## src/design/apisp_pkg.sv

```systemverilog
// shared types and constants of the animated palette image stream parser
`default_nettype none

package apisp_pkg;

  // record kinds, also used as the command code between front and back
  typedef enum logic [2:0] {
    KIND_TAG     = 3'd0,
    KIND_LCOUNT  = 3'd1,
    KIND_KEY     = 3'd2,
    KIND_RES     = 3'd3,
    KIND_PALETTE = 3'd4,
    KIND_FCOUNT  = 3'd5,
    KIND_PIXEL   = 3'd6
  } record_kind_e;

  // header parser phases
  typedef enum logic [2:0] {
    PH_TAG    = 3'd0,
    PH_LCOUNT = 3'd1,
    PH_KEYS   = 3'd2,
    PH_RES    = 3'd3,
    PH_PCOUNT = 3'd4,
    PH_PAL    = 3'd5,
    PH_FCOUNT = 3'd6,
    PH_PIX    = 3'd7
  } phase_e;

  // file signature bytes, first byte first
  localparam logic [7:0] SIG_BYTES [4] = '{8'h56, 8'h54, 8'h4E, 8'h43};

  // classified word from front to back
  typedef struct packed {
    record_kind_e kind;
    logic         match;
    logic [7:0]   layer;
    logic [23:0]  holder;
    logic [7:0]   data;
  } cmd_t;

  // layer with pixels: number and resolution
  typedef struct packed {
    logic [7:0]  idx;
    logic [15:0] w;
    logic [15:0] h;
  } res_t;

  localparam int unsigned RES_W = $bits(res_t);

  // one result record
  typedef struct packed {
    record_kind_e kind;
    logic         match;
    logic [7:0]   layer;
    logic [7:0]   frame;
    logic [31:0]  index;
    logic [15:0]  va;
    logic [15:0]  vb;
    logic [7:0]   vc;
    logic         last;
  } rec_t;

endpackage

`default_nettype wire

```

## src/design/apisp_front.sv

```systemverilog
// front: header parser that turns file bytes into classified words
`default_nettype none

module apisp_front (
  input  wire logic          clk_i,
  input  wire logic          rst_ni,
  input  wire logic          accept_i,
  input  wire logic [7:0]    byte_i,
  input  wire logic          start_i,
  output logic               push_o,
  output apisp_pkg::cmd_t    cmd_o
);

  import apisp_pkg::*;

  phase_e      phase_q, phase_d;
  logic [1:0]  bif_q, bif_d;
  logic [23:0] hold_q, hold_d;
  logic        ok_q, ok_d;
  logic [7:0]  lt_q, lt_d;
  logic [7:0]  lc_q, lc_d;
  logic [7:0]  pt_q, pt_d;
  logic [7:0]  pc_q, pc_d;

  always_ff @(posedge clk_i or negedge rst_ni) begin
    if (!rst_ni) begin
      phase_q <= PH_TAG;
      bif_q   <= 2'd0;
      hold_q  <= 24'd0;
      ok_q    <= 1'b1;
      lt_q    <= 8'd0;
      lc_q    <= 8'd0;
      pt_q    <= 8'd0;
      pc_q    <= 8'd0;
    end else begin
      phase_q <= phase_d;
      bif_q   <= bif_d;
      hold_q  <= hold_d;
      ok_q    <= ok_d;
      lt_q    <= lt_d;
      lc_q    <= lc_d;
      pt_q    <= pt_d;
      pc_q    <= pc_d;
    end
  end

  always_comb begin
    phase_d = phase_q;
    bif_d   = bif_q;
    hold_d  = hold_q;
    ok_d    = ok_q;
    lt_d    = lt_q;
    lc_d    = lc_q;
    pt_d    = pt_q;
    pc_d    = pc_q;
    push_o  = 1'b0;
    cmd_o   = '0;
    if (accept_i) begin
      // a start byte restarts the parser and is the first signature byte
      if (start_i) begin
        phase_d = PH_TAG;
        bif_d   = 2'd0;
        hold_d  = 24'd0;
        ok_d    = 1'b1;
        lt_d    = 8'd0;
        lc_d    = 8'd0;
        pt_d    = 8'd0;
        pc_d    = 8'd0;
      end
      cmd_o.data   = byte_i;
      cmd_o.layer  = lc_d;
      cmd_o.holder = hold_d;
      unique case (phase_d)
        PH_TAG: begin
          if (byte_i != SIG_BYTES[bif_d]) begin
            ok_d = 1'b0;
          end
          if (bif_d != 2'd3) begin
            bif_d = bif_d + 2'd1;
          end else begin
            bif_d       = 2'd0;
            push_o      = 1'b1;
            cmd_o.kind  = KIND_TAG;
            cmd_o.match = ok_d;
            phase_d     = PH_LCOUNT;
          end
        end
        PH_LCOUNT: begin
          lt_d       = byte_i;
          lc_d       = 8'd0;
          push_o     = 1'b1;
          cmd_o.kind = KIND_LCOUNT;
          phase_d    = (byte_i == 8'd0) ? PH_PCOUNT : PH_KEYS;
        end
        PH_KEYS: begin
          push_o     = 1'b1;
          cmd_o.kind = KIND_KEY;
          lc_d       = lc_d + 8'd1;
          if (lc_d >= lt_d) begin
            lc_d    = 8'd0;
            phase_d = PH_RES;
          end
        end
        PH_RES: begin
          if (bif_d != 2'd3) begin
            hold_d[{bif_d, 3'b000} +: 8] = byte_i;
            bif_d = bif_d + 2'd1;
          end else begin
            bif_d      = 2'd0;
            push_o     = 1'b1;
            cmd_o.kind = KIND_RES;
            hold_d     = 24'd0;
            lc_d       = lc_d + 8'd1;
            if (lc_d >= lt_d) begin
              lc_d    = 8'd0;
              phase_d = PH_PCOUNT;
            end
          end
        end
        PH_PCOUNT: begin
          // stored, but no record for this byte
          pt_d    = byte_i;
          pc_d    = 8'd0;
          phase_d = (byte_i == 8'd0) ? PH_FCOUNT : PH_PAL;
        end
        PH_PAL: begin
          if (bif_d != 2'd3) begin
            hold_d[{bif_d, 3'b000} +: 8] = byte_i;
            bif_d = bif_d + 2'd1;
          end else begin
            bif_d      = 2'd0;
            push_o     = 1'b1;
            cmd_o.kind = KIND_PALETTE;
            hold_d     = 24'd0;
            pc_d       = pc_d + 8'd1;
            if (pc_d >= pt_d) begin
              phase_d = PH_FCOUNT;
            end
          end
        end
        PH_FCOUNT: begin
          push_o     = 1'b1;
          cmd_o.kind = KIND_FCOUNT;
          phase_d    = PH_PIX;
        end
        PH_PIX: begin
          // every later byte goes to the back, which drops those past the end
          push_o     = 1'b1;
          cmd_o.kind = KIND_PIXEL;
        end
        default: begin
          phase_d = PH_TAG;
        end
      endcase
    end
  end

endmodule

`default_nettype wire

```

## config.mk

```make
export PLATFORM = sky130hd
export DESIGN_NAME = apisp_front
export DESIGN_NICKNAME = d
export VERILOG_FILES = /design/src/design/apisp_pkg.sv /design/src/design/apisp_front.sv
export SDC_FILE = /design/constraint.sdc
export NUM_CORES = 1
export LEC_CHECK = 0
export BUFFER_PORTS_ARGS = -buffer_cell sky130_fd_sc_hd__buf_4
export CORE_MARGIN = 5
export CORE_UTILIZATION = 55
export DETAILED_ROUTE_END_ITERATION = 6
export PLACE_DENSITY_LB_ADDON = 0.25
export SLEW_MARGIN = 20
export SYNTH_ARGS = -nofsm -noshare
export SYNTH_HDL_FRONTEND = slang
export SYNTH_SLANG_ARGS = --single-unit
```

## constraint.sdc

```tcl
create_clock -name clk_i -period 7.6 [get_ports clk_i]
set_input_delay 1.52 -clock clk_i [delete_from_list [all_inputs] [get_ports clk_i]]
set_output_delay 1.52 -clock clk_i [all_outputs]
set_load 0.01 [all_outputs]
```

==> PnR_summary.wiki <==
{| class="wikitable"
! Metric !! Value
|-
| Inserted Diodes || 0
|-
| Fraction of the cycle the final worst path needs || 0.718
|-
| Post-CTS repair timing setup buffer count || 0
|-
| Number of gates resized after CTS || 0
|-
| Critical Path Fanout Max || 37
|-
| Post-synthesis share of cell area spent on xor and xnor gates || 0.0216
|-
| Post-route worst hold slack || a little under 0.5 ns
|-
| Setup repair after global routing missed its margin || no
|-
| Async set or reset register ratio after synthesis || 1.00
|-
| Area post-placement || 4500 um^2
|-
| Flip-flop and latch count after synthesis || 62
|-
| Mapped Area || 4050 um^2
|-
| Slew headroom || 0.358
|-
| Highest clock rate || 183 MHz
|-
| Worst voltage drop across the vdd grid || ~0.00011 V
|-
| Share of layout cells above drive strength 1 || 0.195
|-
| Power per cell area || 180 nW/um^2
|-
| Depth of the CTS H-tree || 3
|-
| Startpoint types || input pin
|-
| Fraction of the mapped netlist area in adder cells || 0.0773
|-
| TritonCTS sink count || between 60 and 70
|-
| CTS tree || built
|-
| Global-route wire length before repair || 17400 um
|-
| Area growth from synthesis to layout || 16.4%
|-
| Length of the first detailed-routing pass in iterations || 5
|-
| Die outline height || 95.8 um
|-
| Cell Count Post-Placement || 565
|-
| Portion of netlist area occupied by mux cells || 0.00556
|-
| Register clock-pin slew on the reported worst setup and hold paths || 0.07 ns
|-
| # DRC || 0
|-
| Transition at the pin with the smallest max-transition slack || 0.956 ns
|-
| Buffers & Inverters on Critical Path || 3
|-
| Die width || around 96 um
|-
| Number of distinct library cell variants in the gate-level netlist after synthesis || just over 60
|-
| Time the worst path needs with I/O delays and setup || ~5.5 ns
|-
| Total routing resource utilization after global routing || 0.245
|-
| Clock Latency Late Sink || 0.34 ns
|-
| Full die area || around 9200 um^2
|-
| Violation count after the first detailed-route iteration || 305
|-
| Run status || finished, final reports clean
|-
| Quantity of I/O buffers inserted on ports || 56
|-
| Maxcap violations || 0
|-
| Routed vias/inst || 6.15
|-
| Critical path's top delay family || simple AND/OR/NAND/NOR gates
|-
| Detailed Route WL || 10700 um
|-
| Highest cell delay on the worst timing path || 0.58 ns
|-
| Clock Path Buffers || 2
|-
| Layout net count || a little over 500
|-
| Global route overflow || 0
|-
| Count of final max-slew check failures || 0
|-
| Core ar. || between 7000 and 8000 um^2
|-
| Multi-input gate area in the final layout || 2330 um^2
|-
| Register area || 1550 um^2
|-
| Post-Layout Inst Area || 4710 um^2
|-
| Number of global-route vias before repair || 3393
|-
| Mean area per synthesized cell || 9.26 um^2
|-
| Initial antenna violation count || 0
|-
| Number of nets produced by synthesis || around 470
|-
| Leakage power || 0.00219 uW
|-
| Total via count after detailed routing || 3575
|-
| Post-synthesis instance total || 437
|-
| Final-layout setup total negative slack || 0 ns
|-
| Maximum number of pins on one net before global-route repair || 63
|-
| Setup violations, final || 0
|-
| Count of non-filler cells in the finished layout || a little under 600
|-
| CP Data Arrival Time || 3.94 ns
|-
| Root buf cell || sky130_fd_sc_hd__clkbuf_8
|-
| Crit Path Class || in2out
|-
| Final number of hold-violating endpoints || 0
|-
| Yosys warns || 0
|-
| Top cell by count, worst path || sky130_fd_sc_hd__buf_4
|-
| Simple-gate portion of the synthesized area || 0.227
|-
| Class of the tightest hold or removal check || reg2reg
|-
| Total power consumption of the routed design || 848 uW
|-
| CTS buffer count || 9
|-
| Placed wire-length estimate after detailed placement || 7220 um
|-
| Total I/O pin count || between 50 and 60
|-
| Sequential-to-total area share from yosys stat || 0.384
|-
| Number of flops mapped to enable cells by yosys || 0
|-
| Filler Cell Count || 608
|-
| Ys flop type || sky130_fd_sc_hd__dfrtp_1
|-
| Combinational family with the most area after synthesis || compound AO/OA/AOI/OAI gates
|-
| Detail Route Antenna Nets || 0
|-
| Fraction of the mapped netlist area in compound gates || 0.243
|-
| Placer Congestion || 0.857
|-
| Setup clock skew after layout || 0.00871 ns
|-
| Worst path cell trace || buf_4, nand2b_1, inv_1, ha_1, nand2_1, nor2_1, a21oi_1, nor4_1, and3_1, buf_4
|-
| Number of rows created at floorplan || 31
|-
| Starting density of the core || 0.561
|-
| Slowest cell on the critical path || sky130_fd_sc_hd__ha_1
|-
| Critical path endpoint category || primary output
|-
| Routed wirelength normalized by instance count || 18.4 um
|-
| Required time of the critical path || 6.08 ns
|-
| Number of buffers inserted by hold repair at cts || 0
|}
cell usage after synthesis (5+ instances only):
master | count | area [um^2]
sky130_fd_sc_hd__o21ai_0 | 13 | 65.1
sky130_fd_sc_hd__nor2_1 | 29 | 109
sky130_fd_sc_hd__xnor2_1 | 6 | 52.6
sky130_fd_sc_hd__inv_1 | 15 | 56.3
sky130_fd_sc_hd__a21oi_1 | 15 | 75.1
sky130_fd_sc_hd__nand2_1 | 36 | 135
sky130_fd_sc_hd__dfrtp_1 | 61 | 1530
sky130_fd_sc_hd__clkbuf_1 | 20 | 75.1
sky130_fd_sc_hd__o21ai_1 | 5 | 25.0
sky130_fd_sc_hd__a22o_1 | 52 | 455
sky130_fd_sc_hd__buf_1 | 5 | 18.8
sky130_fd_sc_hd__nor4_1 | 7 | 43.8
sky130_fd_sc_hd__nor2b_1 | 12 | 75.1
sky130_fd_sc_hd__nand4_1 | 5 | 31.3
sky130_fd_sc_hd__and2_1 | 38 | 238
sky130_fd_sc_hd__ha_1 | 25 | 313
sky130_fd_sc_hd__nor3_1 | 9 | 45.0
sky130_fd_sc_hd__o31ai_1 | 5 | 37.5
sky130_fd_sc_hd__nand3_1 | 10 | 50.1
registers in the layout, indices dropped and copies added (netlist names):
register	count
ok_q	1
bif_q	2
lt_q	8
pc_q	8
lc_q	8
phase_q	3
hold_q	24
pt_q	8
final timing paths:
kind / startpoint / endpoint / slack, ns / depth (start not counted)
max: start_i / cmd_o[40] / 2.14 / 10
min: hold_q[8] / hold_q[8] / 0.50 / 1
max reg2reg: lc_q[0] / lc_q[3] / 4.42 / 13
min reg2reg: hold_q[8] / hold_q[8] / 0.50 / 1
max in group asynchronous: rst_ni / lc_q[6] / 5.82 / 1
min in group asynchronous: rst_ni / pc_q[2] / 1.25 / 1
kinds of logic after synthesis:
| logic type | Yosys count |
|---|---|
| compound gates | 125 |
| xor+xnor | 10 |
| fa+ha+maj | 25 |
| buf+inv | 44 |
| flops | 62 |
| mux | 2 |
| simple gates | 169 |
metrics by stage:
step,utilization,setup WS [ns]
2_1_floorplan,-,2.95
3_3_place_gp,0.623,2.36
3_5_place_dp,0.623,2.22
4_1_cts,0.653,2.21
5_1_grt,0.653,1.93
6_report,0.653,2.14
per-layer routing:
| metal | share of wire | up-vias | GRT usage |
|---|---|---|---|
| li1 | - | 1669 | - |
| met1 | 0.45 | 1718 | 0.357 |
| met2 | 0.45 | 164 | 0.360 |
| met3 | 0.078 | 24 | 0.0469 |
| met4 | 0.022 | 0 | 0.0936 |
| met5 | 0 | - | 0 |
layout by cell type (no fill, tap or decap), drive strengths merged, types with 4 or more instances in the layout:
master	instances
dfrtp	61
buf	58
a22o	52
and2	38
nand2	36
nor2	30
ha	25
o21ai	19
a21oi	17
inv	15
nor2b	13
nor3	11
nand3	10
clkbuf	10
nor4	7
xnor2	6
nand4	5
o31ai	5
nand2b	5
xor2	4
o22ai	4
power breakdown:
group,total (uW),switching [uW],internal [uW]
combinational,169,107,62.7
sequential,361,17.3,344
clock,317,133,184
total,848,257,591
cell type report:
cell class / instances / share of cell area
timing repair buffer: 58 / 0.0925
clock inverter: 6 / 0.0183
tap: 99 / 0.0263
inverter: 15 / 0.0120
multi-input combinational: 331 / 0.494
clock buffer: 10 / 0.0271
sequential: 62 / 0.330
worst reg2reg max path, delay by kind of cell (launching register included):
family,cells,cell delay [ns]
buf+inv,2,0.21
flops,1,0.38
compound gates,6,1.34
fa+ha+maj,2,0.55
simple gates,3,0.66
Note: power is estimated with default switching activity, not from simulation.
