[config.mk]
export PLATFORM = sky130hd
export DESIGN_NAME = apisp_cmd_fifo
export DESIGN_NICKNAME = d
export VERILOG_FILES = /design/src/design/apisp_pkg.sv /design/src/design/apisp_cmd_fifo.sv
export SDC_FILE = /design/constraint.sdc
export NUM_CORES = 1
export LEC_CHECK = 0
export BUFFER_PORTS_ARGS = -buffer_cell sky130_fd_sc_hd__buf_4
export CELL_PAD_IN_SITES_DETAIL_PLACEMENT = 1
export CELL_PAD_IN_SITES_GLOBAL_PLACEMENT = 1
export CORE_ASPECT_RATIO = 1.2
export CORE_MARGIN = 10
export CORE_UTILIZATION = 32
export DETAILED_ROUTE_END_ITERATION = 10
export GPL_TIMING_DRIVEN = 1
export PLACE_DENSITY_LB_ADDON = 0.3
export SLEW_MARGIN = 0
export SYNTH_ARGS = -nofsm -noshare
export SYNTH_HDL_FRONTEND = slang
export SYNTH_SLANG_ARGS = --single-unit
[constraint.sdc]
create_clock -name clk_i -period 3.8 [get_ports clk_i]
set_input_delay 0.76 -clock clk_i [delete_from_list [all_inputs] [get_ports clk_i]]
set_output_delay 0.76 -clock clk_i [all_outputs]
set_load 0.02 [all_outputs]
[src/design/apisp_pkg.sv]
// shared types and constants of the animated palette image stream parser
`default_nettype none

package apisp_pkg;

  // record kinds, also used as the command code between front and back
  typedef enum logic [2:0] {
    KIND_TAG     = 3'd0,
    KIND_LCOUNT  = 3'd1,
    KIND_KEY     = 3'd2,
    KIND_RES     = 3'd3,
    KIND_PALETTE = 3'd4,
    KIND_FCOUNT  = 3'd5,
    KIND_PIXEL   = 3'd6
  } record_kind_e;

  // header parser phases
  typedef enum logic [2:0] {
    PH_TAG    = 3'd0,
    PH_LCOUNT = 3'd1,
    PH_KEYS   = 3'd2,
    PH_RES    = 3'd3,
    PH_PCOUNT = 3'd4,
    PH_PAL    = 3'd5,
    PH_FCOUNT = 3'd6,
    PH_PIX    = 3'd7
  } phase_e;

  // file signature bytes, first byte first
  localparam logic [7:0] SIG_BYTES [4] = '{8'h56, 8'h54, 8'h4E, 8'h43};

  // classified word from front to back
  typedef struct packed {
    record_kind_e kind;
    logic         match;
    logic [7:0]   layer;
    logic [23:0]  holder;
    logic [7:0]   data;
  } cmd_t;

  // layer with pixels: number and resolution
  typedef struct packed {
    logic [7:0]  idx;
    logic [15:0] w;
    logic [15:0] h;
  } res_t;

  localparam int unsigned RES_W = $bits(res_t);

  // one result record
  typedef struct packed {
    record_kind_e kind;
    logic         match;
    logic [7:0]   layer;
    logic [7:0]   frame;
    logic [31:0]  index;
    logic [15:0]  va;
    logic [15:0]  vb;
    logic [7:0]   vc;
    logic         last;
  } rec_t;

endpackage

`default_nettype wire

[src/design/apisp_cmd_fifo.sv]
// two-entry queue of classified words between front and back
`default_nettype none

module apisp_cmd_fifo (
  input  wire logic       clk_i,
  input  wire logic       rst_ni,
  input  wire logic       push_i,
  input  wire apisp_pkg::cmd_t cmd_i,
  output logic            full_o,
  input  wire logic       pop_i,
  output logic            valid_o,
  output apisp_pkg::cmd_t cmd_o
);

  import apisp_pkg::*;

  cmd_t       mem_q [2];
  logic       wptr_q, wptr_d;
  logic       rptr_q, rptr_d;
  logic [1:0] cnt_q, cnt_d;

  always_ff @(posedge clk_i or negedge rst_ni) begin
    if (!rst_ni) begin
      wptr_q <= 1'b0;
      rptr_q <= 1'b0;
      cnt_q  <= 2'd0;
    end else begin
      wptr_q <= wptr_d;
      rptr_q <= rptr_d;
      cnt_q  <= cnt_d;
    end
  end

  always_ff @(posedge clk_i) begin
    if (push_i) begin
      mem_q[wptr_q] <= cmd_i;
    end
  end

  always_comb begin
    wptr_d = push_i ? ~wptr_q : wptr_q;
    rptr_d = pop_i ? ~rptr_q : rptr_q;
    cnt_d  = cnt_q + {1'b0, push_i} - {1'b0, pop_i};
  end

  assign full_o  = (cnt_q == 2'd2);
  assign valid_o = (cnt_q != 2'd0);
  assign cmd_o   = mem_q[rptr_q];

endmodule

`default_nettype wire

==> results of run 1 <==
placed cells by master (no fill, tap or decap), types with 2 or more instances in the layout:
master      netlist  layout
mux2_2            5       5
edfxtp_1         88      88
inv_1             2       2
clkinvlp_4        0       2
dfrtp_1           4       3
buf_4             0      94
mux2_4           39      39
clkbuf_1          0       2
xor2_1            2       2
ha_1              2       2
clkbuf_16         0       9
sequential cells by signal, summed over array words and instances (netlist names):
signal / cells
wptr_q: 1
mem_q: 88
cnt_q: 2
rptr_q: 1
final cells by class:
class	instances	share of cell area [%]
clock buffers	11	4.98
inverters	2	0.161
multi-input cells	53	15.9
clock inverters	5	1.15
flip-flops and latches	92	58.7
well taps	132	3.54
repair buffers	95	15.5
final timing paths:
| check | startpoint | endpoint | slack [ns] | depth (start not counted) |
|---|---|---|---|---|
| setup / recovery | rptr_q | cmd_o[15] | 1.13 | 3 |
| hold / removal | rst_ni | cnt_q[0] | 0.21 | 1 |
| setup reg to reg | wptr_q | mem_q[1][32] | 2.05 | 1 |
| hold reg to reg | wptr_q | wptr_q | 0.54 | 1 |
| max in group asynchronous | rst_ni | rptr_q | 3.47 | 1 |
| min in group clk_i | wptr_q | wptr_q | 0.54 | 1 |
routing by layer:
metal  up-vias  routed length, µm  GRT usage [%]
met3         9                461           3.63
met1       854               2590           9.40
met2        47               3970           16.6
met5         -                  0              0
li1        794                  -              -
met4         0                134           4.60
cell families after synthesis:
family	synth area share [%]
XOR/XNOR	1.16
adder cells (fa/ha/maj)	0.700
buffers and inverters	2.77
flip-flops	76.7
AND/OR/NAND/NOR	0.700
multiplexers	18.0
power by group:
group	internal, W	switching (W)	total (W)	leakage, nW
logic	0.000663	0.000635	0.00130	0.866
registers	0.00135	0.000112	0.00147	0.872
clock network	0.000506	0.000353	0.000859	0.133
total	0.00252	0.00110	0.00362	1.87
stage by stage:
stage | instance area, µm² | hold WS [ns] | utilization, %
global placement | 4380 | 0.521 | 39.9
detailed placement | 4380 | 0.533 | 39.9
CTS | 4670 | 0.203 | 42.5
global route | 4670 | 0.194 | 42.5
floorplan | 3570 | 0.455 | -
finish | 4670 | 0.212 | 42.5
==> run_results.csv, run 1 <==
group,metric,value,unit
run_status,status,"complete, no violations",
detailed_routing,finalWirelength,7160,µm
clock_tree,clockBufferDepth,2,
global_routing,grt_pass1_vias,1960,
detailed_routing,vias,1704,
detailed_routing,drc,0,
global_routing,grt_overflow_total,0,
clock_tree,htree_levels,3,
sta,max_slew.worst_pin.slew,1.14,ns
detailed_routing,drtPass1Iterations,3,
place,place_congestion,0.694,
yosys,ys_seq_area_share,76.7,%
detailed_routing,drtAntennaViolNets,0,
clock_tree,postCtsSetupBuffers,0,
sta,fin_crit_sh,70.3,%
place,hpwl,4960,µm
worst_setup_path,required,3.04,ns
cells_and_area,seq_area,2740,µm²
floorplan,die_h,136,µm
place,portBuffers,93,
pwr,vdd_ir_drop_max,0.320,mV
yosys,synth_cell_type_count,13,
yosys,synth_area_leaders,"edfxtp_1 (74%), mux2_4 (16%), dfrtp_1 (2.8%)",
yosys,yosys.area.top_type,"edfxtp_1",
worst_setup_path,startpoint_type,"flop",
global_routing,grt.total_usage,9.41,%
clock_tree,cts.sinks,92,
sta,max_slew_margin,24.1,%
floorplan,io_pins,94,
pwr,finalPower,0.00362,W
worst_setup_path,critPathMaxStageDelay,0.76,ns
worst_setup_path,cp.arrival,1.91,ns
yosys,async_reset_ff_share,4.35,%
sta,final-max-slew-violation-count,0,
detailed_routing,drtIter0Drc,52,
global_routing,grt_max_degree,45,
clock_tree,hold_buffers,0,
yosys,yosysWarningCount,0,
detailed_routing,wl_per_cell,18.4,µm
global_routing,grt_pass1_wl,10900,µm
floorplan,initial_utilization,32.5,%
cells_and_area,drive_above_1_share,60.5,%
clock_tree,cts_tree,"yes",
place,place_ws,1.44,ns
cells_and_area,n_fill_cell,1061,
yosys,synth_seq_cells,92,
yosys,syn_inst,152,
pwr,leakage,1.87,nW
sta,period_needed,2.67,ns
yosys,synth_nets,202,
yosys,synth_edf_count,88,
detailed_routing,routed_via_density,4.37,
yosys,synthFlopType,"edfxtp_1",
sta,hold_violations,0,
worst_setup_path,path_cells,"buf_12, mux2_4, buf_4",
global_routing,antenna_found_initial,0,
worst_setup_path,crit_buf_inv,2,
yosys,yosysTopAreaCellShare,73.9,%
clock_tree,worstSkewPairLatency,0.34,ns
sta,setup_slack,1.13,ns
clock_tree,clkTransAtPathRegs,0.06,ns
cells_and_area,synthToLayoutAreaGrowth,30.7,%
floorplan,placementRows,42,
worst_setup_path,end_kind,"output port",
sta,skew,0.00726,ns
sta,rsz0062_at_grt,"false",
worst_setup_path,worstSetupPathType,"flop to output port",
floorplan,die_width,116,µm
pwr,powerDensity,776,nW/µm²
sta,final-setup-viol-count,0,
sta,max_freq,374,MHz
worst_setup_path,path_delay_family,"flip-flops",
place,dp.cells,374,
yosys,syn_avg_cell_area,23.5,µm²
yosys,syn_area,3570,µm²
worst_setup_path,cp_max_fo,26,
yosys,yosysMostFrequentCell,"edfxtp_1",
clock_tree,cts_resized,0,
floorplan,core_area,11000,µm²
clock_tree,numCtsBuffers,9,
cells_and_area,diodes,0,
hold_path,hp-class,"primary input to async pin",
clock_tree,clock-root-buffer,"clkbuf_16",
worst_setup_path,cp_slowest_cell,"dfrtp_2",
yosys,netlist_top_cells_count,"edfxtp_1 (88), mux2_4 (39), mux2_2 (5), buf_12 (4), dfrtp_1 (4)",
floorplan,die_area,15800,µm²
cells_and_area,nets,303,
cells_and_area,multiInputGateArea,742,µm²
cells_and_area,final_cells,390,
sta,tns,0,ns
run,maxCapViolCount,0,
No activity file was read; power rests on OpenSTA's default activity.
==> run 2, diff against run 1 <==
==> constraint.sdc (replaced) <==
create_clock -name clk_i -period 2.45 [get_ports clk_i]
set_input_delay 0.49 -clock clk_i [delete_from_list [all_inputs] [get_ports clk_i]]
set_output_delay 0.49 -clock clk_i [all_outputs]
set_load 0.02 [all_outputs]
==> run_results.csv, run 2 (synthesis gave the netlist of run 1 again) <==
group,metric,value,unit
worst_setup_path,critPathMaxStageDelay,0.39,ns
worst_setup_path,startpoint_type,"flop",
clock_tree,cts_tree,"yes",
worst_setup_path,r2r_setup_slack,0.98,ns
run_status,status,"complete, no violations",
cells_and_area,synthToLayoutAreaGrowth,33.2,%
sta,max_slew_margin,68.9,%
clock_tree,cts.sinks,92,
pwr,leakage,1.92,nW
cells_and_area,final_common_cell,"buf_4",
cells_and_area,regMostFlops,"mem_q",
global_routing,grt_pass1_wl,10800,µm
sta,setup_slack,0.436,ns
global_routing,grt.total_usage,9.24,%
worst_setup_path,rr_worst_depth,2,
pwr,vdd_ir_drop_max,0.532,mV
clock_tree,clockBufferDepth,2,
worst_setup_path,path_delay_family,"buffers and inverters",
floorplan,core_area,11000,µm²
clock_tree,postCtsSetupBuffers,0,
sta,rsz0062_at_grt,"false",
floorplan,die_h,136,µm
detailed_routing,drc,0,
global_routing,grt_max_degree,33,
cells_and_area,n_fill_cell,1048,
worst_setup_path,cp_slowest_cell,"dfrtp_2",
worst_setup_path,worstSetupPathType,"flop to output port",
worst_setup_path,crit_path_start,"rptr_q",
sta,max_slew.worst_pin.slew,0.467,ns
place,portBuffers,93,
worst_setup_path,path_cells,"buf_12, mux2_2, buf_4",
cells_and_area,largest_registers,"mem_q x88, cnt_q x2",
worst_setup_path,required,1.96,ns
worst_setup_path,crit_buf_inv,2,
place,hpwl,5090,µm
worst_setup_path,cp.arrival,1.52,ns
cells_and_area,nets,308,
sta,skew,0.00404,ns
sta,fin_crit_sh,82.2,%
run,maxCapViolCount,0,
worst_setup_path,cp_max_fo,32,
worst_setup_path,r2r-start,"wptr_q",
floorplan,initial_utilization,32.5,%
cells_and_area,final_cell_mix,"buf_4 (97), edfxtp_1 (88), mux2_4 (39)",
detailed_routing,drtAntennaViolNets,0,
hold_path,hp-class,"primary input to flop",
detailed_routing,wl_per_cell,17.9,µm
floorplan,die_area,15800,µm²
detailed_routing,finalWirelength,7050,µm
detailed_routing,drtPass1Iterations,3,
clock_tree,htree_levels,3,
clock_tree,numCtsBuffers,9,
sta,whs,0.336,ns
worst_setup_path,r2r-end,"mem_q[1][33]",
place,place_ws,0.773,ns
worst_setup_path,cp-endpoint,"cmd_o[1]",
detailed_routing,vias,1737,
floorplan,die_width,116,µm
cells_and_area,largest_reg_flops,88,
sta,final-setup-viol-count,0,
pwr,powerDensity,1220,nW/µm²
worst_setup_path,end_kind,"output port",
place,place_congestion,0.677,
detailed_routing,drtIter0Drc,47,
cells_and_area,final_cells,395,
clock_tree,cts_resized,0,
sta,final-max-slew-violation-count,0,
place,dp.cells,378,
global_routing,antenna_found_initial,0,
global_routing,grt_pass1_vias,1962,
sta,hold_violations,0,
sta,period_needed,2.01,ns
floorplan,placementRows,42,
sta,tns,0,ns
global_routing,grt_overflow_total,0,
worst_setup_path,cp.depth,3,
clock_tree,clock-root-buffer,"clkbuf_16",
clock_tree,clkTransAtPathRegs,0.06,ns
sta,max_freq,496,MHz
clock_tree,worstSkewPairLatency,0.33,ns
detailed_routing,routed_via_density,4.40,
cells_and_area,diodes,0,
cells_and_area,drive_above_1_share,62.0,%
floorplan,io_pins,94,
clock_tree,hold_buffers,1,
run 2: power breakdown:
| group | internal (W) | switching (W) | leakage (nW) |
|---|---|---|---|
| combinational | 0.00107 | 0.00108 | 0.894 |
| clock | 0.000921 | 0.000553 | 0.159 |
| sequential | 0.00209 | 0.0000923 | 0.872 |
run 2: layout make-up:
| type | count | area, µm² | area share, % |
|---|---|---|---|
| clock inverters | 6 | 86.3 | 1.81 |
| multi-input cells | 53 | 742 | 15.6 |
| flip-flops and latches | 92 | 2740 | 57.6 |
| inverters | 2 | 7.51 | 0.158 |
| repair buffers | 100 | 778 | 16.3 |
| well taps | 132 | 165 | 3.47 |
| clock buffers | 10 | 239 | 5.02 |
run 2: routing by layer:
| layer | wire, µm | global-route usage (%) | part of all wire (%) |
|---|---|---|---|
| met5 | 0 | 0 | 0 |
| met4 | 156 | 5.22 | 2.2 |
| met3 | 522 | 3.37 | 7.4 |
| met2 | 3670 | 15.9 | 52 |
| met1 | 2700 | 9.43 | 38 |
run 2: worst min-delay path by stage:
stage	startpoint	to	cells past startpoint
after CTS	cmd_i[5]	mem_q[0][5]	1
after detailed placement	rst_ni	cnt_q[0]	1
after global routing	cmd_i[9]	mem_q[1][9]	1
after floorplan	rst_ni	cnt_q[0]	0
final	cmd_i[5]	mem_q[0][5]	1
after global placement	rst_ni	cnt_q[1]	1
run 2: stage by stage:
step	instance area, µm²	utilization, %	total power (W)
6_report	4760	43.4	0.00581
4_1_cts	4760	43.4	0.00593
2_1_floorplan	3580	-	0.00371
3_5_place_dp	4430	40.3	0.00443
5_1_grt	4760	43.4	0.00612
3_3_place_gp	4430	40.3	0.00440
